`src/rtl/core/ils_pkg.sv`:
```
`default_nettype none

package ils_pkg;

  localparam int unsigned CMD_W  = 2;
  localparam int unsigned IDX_W  = 9;
  localparam int unsigned WORD_W = 32;
  localparam int unsigned ST_W   = 2;
  localparam int unsigned LEN_W  = 9;

  typedef enum logic [CMD_W-1:0] {
    CMD_APPEND = 2'd0,
    CMD_READ   = 2'd1,
    CMD_WRITE  = 2'd2,
    CMD_REMOVE = 2'd3
  } cmd_e;

  typedef enum logic [ST_W-1:0] {
    ST_OK    = 2'd0,
    ST_RANGE = 2'd1,
    ST_FULL  = 2'd2
  } status_e;

  // read_value for errors and for every command other than read
  localparam logic [WORD_W-1:0] NO_READ = '1;

  // broadcast to every cell; edit commands are already qualified
  typedef struct packed {
    logic              append;
    logic              write;
    logic              remove;
    logic              lane_load;
    logic              lane_shift;
    logic [IDX_W-1:0]  index;
    logic [WORD_W-1:0] value;
  } cell_ctrl_t;

endpackage

`default_nettype wire

```
`src/rtl/core/ils_cell.sv`:
```
`default_nettype none

module ils_cell #(
  parameter int unsigned POS = 0,
  parameter int unsigned CW  = 9
) (
  input  wire logic                          clk_i,
  input  wire ils_pkg::cell_ctrl_t           ctrl_i,
  input  wire logic [CW-1:0]                 count_i,
  input  wire logic [ils_pkg::WORD_W-1:0]    upper_entry_i,
  input  wire logic [ils_pkg::WORD_W-1:0]    upper_lane_i,
  output logic      [ils_pkg::WORD_W-1:0]    entry_o,
  output logic      [ils_pkg::WORD_W-1:0]    lane_o
);

  localparam int unsigned PW = (CW > ils_pkg::IDX_W) ? CW : ils_pkg::IDX_W;

  logic [ils_pkg::WORD_W-1:0] entry_q;
  logic [ils_pkg::WORD_W-1:0] lane_q;
  logic                       wr_hit;
  logic                       rm_hit;

  always_comb begin
    wr_hit = (ctrl_i.append && (count_i == CW'(POS)))
          || (ctrl_i.write && (PW'(ctrl_i.index) == PW'(POS)));
    // every cell at or above the removed one takes its upper neighbor
    rm_hit = ctrl_i.remove && (PW'(ctrl_i.index) <= PW'(POS));
  end

  always_ff @(posedge clk_i) begin
    if (wr_hit) begin
      entry_q <= ctrl_i.value;
    end else if (rm_hit) begin
      entry_q <= upper_entry_i;
    end
  end

  // read lane: snapshot of the list that moves down one cell per cycle
  always_ff @(posedge clk_i) begin
    if (ctrl_i.lane_load) begin
      lane_q <= entry_q;
    end else if (ctrl_i.lane_shift) begin
      lane_q <= upper_lane_i;
    end
  end

  assign entry_o = entry_q;
  assign lane_o  = lane_q;

endmodule

`default_nettype wire

```
`config.mk`:
```
export PLATFORM = sky130hd
export DESIGN_NAME = ils_cell
export DESIGN_NICKNAME = d
export VERILOG_FILES = /design/src/rtl/core/ils_pkg.sv /design/src/rtl/core/ils_cell.sv
export SDC_FILE = /design/constraint.sdc
export NUM_CORES = 1
export LEC_CHECK = 0
export ABC_AREA = 1
export BUFFER_PORTS_ARGS = -buffer_cell sky130_fd_sc_hd__buf_2
export CORE_MARGIN = 2
export CORE_UTILIZATION = 40
export CTS_BUF_LIST = sky130_fd_sc_hd__clkbuf_4
export DETAILED_ROUTE_END_ITERATION = 6
export PLACE_DENSITY_LB_ADDON = 0.3
export SLEW_MARGIN = 20
export SYNTH_ARGS = -nofsm -noshare
export SYNTH_HDL_FRONTEND = slang
export SYNTH_SLANG_ARGS = --single-unit
```
`constraint.sdc`:
```
create_clock -name clk_i -period 1.75 [get_ports clk_i]
set_input_delay 0.0875 -clock clk_i [delete_from_list [all_inputs] [get_ports clk_i]]
set_output_delay 0.0875 -clock clk_i [all_outputs]
set_load 0.05 [all_outputs]
```
==> metrics.cfg <==
[worst_setup_path]
crit_chain = buf_2, or2_1, nor2_4, nand3_4, nand2_4, nand2_1, nand2_1, dlygate4sd3_1
end_kind = register
critPathMaxStageDelay_ns = 0.55
r2r_end = lane_o[31]
cp_slowest_cell = dlygate4sd3_1
crit_top_cell = nand2_1
arrival_ns = 1.86
path_class = in -> reg
worst-path-max-fanout = 32
r2r_setup_slack_ns = 0.93
reg2regPathDepth = 2
critPathLaunchType = primary input
cp.required_ns = 2.02
r2r-start = entry_o[31]

[sta]
slew_violations = 0
timing.fmax_mhz = 628
setup_violations = 0
rsz0062_at_grt = false
fin_crit_sh = 0.910
tns_ns = 0
finClkSkew_ns = 0.0115
worst_slew_pin_slew_ns = 0.966
final.min_clock_period_ns = 1.59
hold_violations = 0
slew_headroom = 0.355

[clocking]
postCtsSetupBuffers = 0
cts_tree = done
insertion_delay_ns = 0.39
cts.htree.levels = 3
cts_root_buf = clkbuf_4
cts_sinks = 64
clk_path_buf_depth = 2
clk_pin_slew_worst_paths_ns = 0.10
cts_made_buffers = 9

[power_and_ir_drop]
pwr-share-clk = 0.272
pwr-share-seq = 0.518
leakage_nw = 2.44
switchingPower_mw = 0.910
irDropWorstVdd_mv = 0.268
powerDensity_nw_per_um2 = 684
p_sw_frac = 0.267
p_comb_frac = 0.210
p_int_mw = 2.50

[synth]
ys_warn_count = 0
syn-cell-area_um2 = 2930
postSynthCellCount = 293
syn_avg_cell_area_um2 = 9.99
synth_nets = 413
synth_cell_types = 17
synth_seq_area_share = 0.657
ys_seq_elements = 64

[global_route]
grt_max_degree = 33
grt_overflow_total = 0
antenna_found_initial = 0
grt_pass1_wl_um = 12900
grt_usage = 0.217
grt_pass1_vias = 2962

[worst_hold_path]
hp-class = in -> reg
min_from = upper_entry_i[1]
whs_path_depth = 3
worstHoldEndpoint = entry_o[1]

[cells_and_area]
layout.nets = 690
diodes = 0
fillerInstances = 536
layout-area-overhead-vs-synth_pct = 70.5
utilization = 0.695
drive_gt1_frac = 0.382
seqCellArea_um2 = 1920
multi_input_area_um2 = 908

[drt]
ant_nets = 0
first_pass_iters = 4
wl_per_cell_um = 13.1
via_per_inst = 4.63
drt-initial-drc-count = 118
drc_errors = 0
vias = 3116
drt-total-wl_um = 8780

[placement]
port_buffers = 183
hpwl_um = 5500
place_congestion = 0.854

[floorplan]
die-area_um2 = 8020
core_um2 = 7180
ios = 184
die_width_um = 89.5
die_h_um = 89.5
initial_core_util = 0.408
rows = 31

[flow_run]
maxCapViolations = 0

[status]
status = finished, final reports clean

[cell type report]
type | count | area share
multi-input combinational | 211 | 0.182
inverter | 2 | 0.00150
tap | 99 | 0.0248
clock buffer | 10 | 0.0150
timing repair buffer | 282 | 0.382
clock inverter | 5 | 0.00978
sequential | 64 | 0.385
[kinds of logic (layout without fill, tap and decap cells)]
| group | after synthesis | count (layout) | synth area share |
|---|---|---|---|
| and+or+nand+nor | 211 | 211 | 0.309 |
| DFF | 64 | 64 | 0.657 |
| buffers and inverters | 18 | 299 | 0.0346 |
[metrics by stage]
step | setup WS, ns | cells | hold WS, ns | instance area (um^2) | power, mW
2_1_floorplan | 0.198 | 293 | 0.260 | 2930 | 2.14
3_3_place_gp | 0.381 | 565 | 0.348 | 3940 | 2.34
3_5_place_dp | 0.344 | 565 | 0.355 | 3940 | 2.35
4_1_cts | 0.237 | 673 | 0.000633 | 4990 | 3.42
5_1_grt | 0.107 | 673 | 0.00739 | 4990 | 3.55
6_report | 0.158 | 673 | 0.0266 | 4990 | 3.41
[cell usage after synthesis, drive strengths merged]
cell    instances  area share
buf             9       0.023
clkbuf          7      0.0090
edfxtp         64        0.66
inv             2      0.0026
nand2         165        0.22
nand3          35       0.064
nor2            6       0.010
nor3            2      0.0051
or2             3      0.0064
[worst max-delay path: cells and delay by family]
| kind | cells | cell delay, ns |
|---|---|---|
| AND/OR/NAND/NOR | 6 | 1.13 |
| buffers and inverters | 2 | 0.64 |
[cell usage in the layout (no fill, tap or decap)]
cell type and instances:
clkinv_2 3, nor2_4 1, inv_1 2, or2_1 2, clkbuf_4 10, buf_12 1, clkinv_1 1, nand3_2 1
edfxtp_1 64, nand2_4 1, nor3_1 1, buf_2 183, nand2_2 10, buf_4 5, nor3_2 1, bufinv_16 1
nor2_1 5, nand2_1 154, or2_2 1, nand3_1 33, nand3_4 1, dlygate4sd3_1 93
[per-layer routing]
| layer | track usage | routed length (um) |
|---|---|---|
| met3 | 0.0406 | 523 |
| met1 | 0.218 | 3170 |
| met5 | 0 | 0 |
| met2 | 0.404 | 4750 |
| met4 | 0.145 | 340 |
[power groups by stage]
stage	combinational, mW	sequential, mW	clock, mW
floorplan	0.110	2.03	0
global placement	0.541	1.80	0
detailed placement	0.547	1.80	0
CTS	0.708	1.77	0.945
global route	0.769	1.78	1.00
finish	0.716	1.77	0.928
[sequential cells by signal, summed over array words and instances, names as in the netlist]
register	cells
lane_o	32
entry_o	32
[timing repair]
item,CTS,global route
endpoints found under the hold margin,64,0
resized for setup,0,0
hold buffers,93,0
[worst max path at each step]
stage                             end  slack, ns  startpoint  cells after the start
after floorplan            entry_o[0]       0.20  ctrl_i[33]                      5
after global placement     entry_o[7]       0.38  ctrl_i[33]                      6
after detailed placement  entry_o[10]       0.34  ctrl_i[33]                      7
after CTS                  entry_o[0]       0.24  ctrl_i[33]                      8
after global routing      entry_o[24]       0.11  ctrl_i[33]                      8
final                     entry_o[28]       0.16  ctrl_i[33]                      8
No activity file was read; power rests on OpenSTA's default activity.
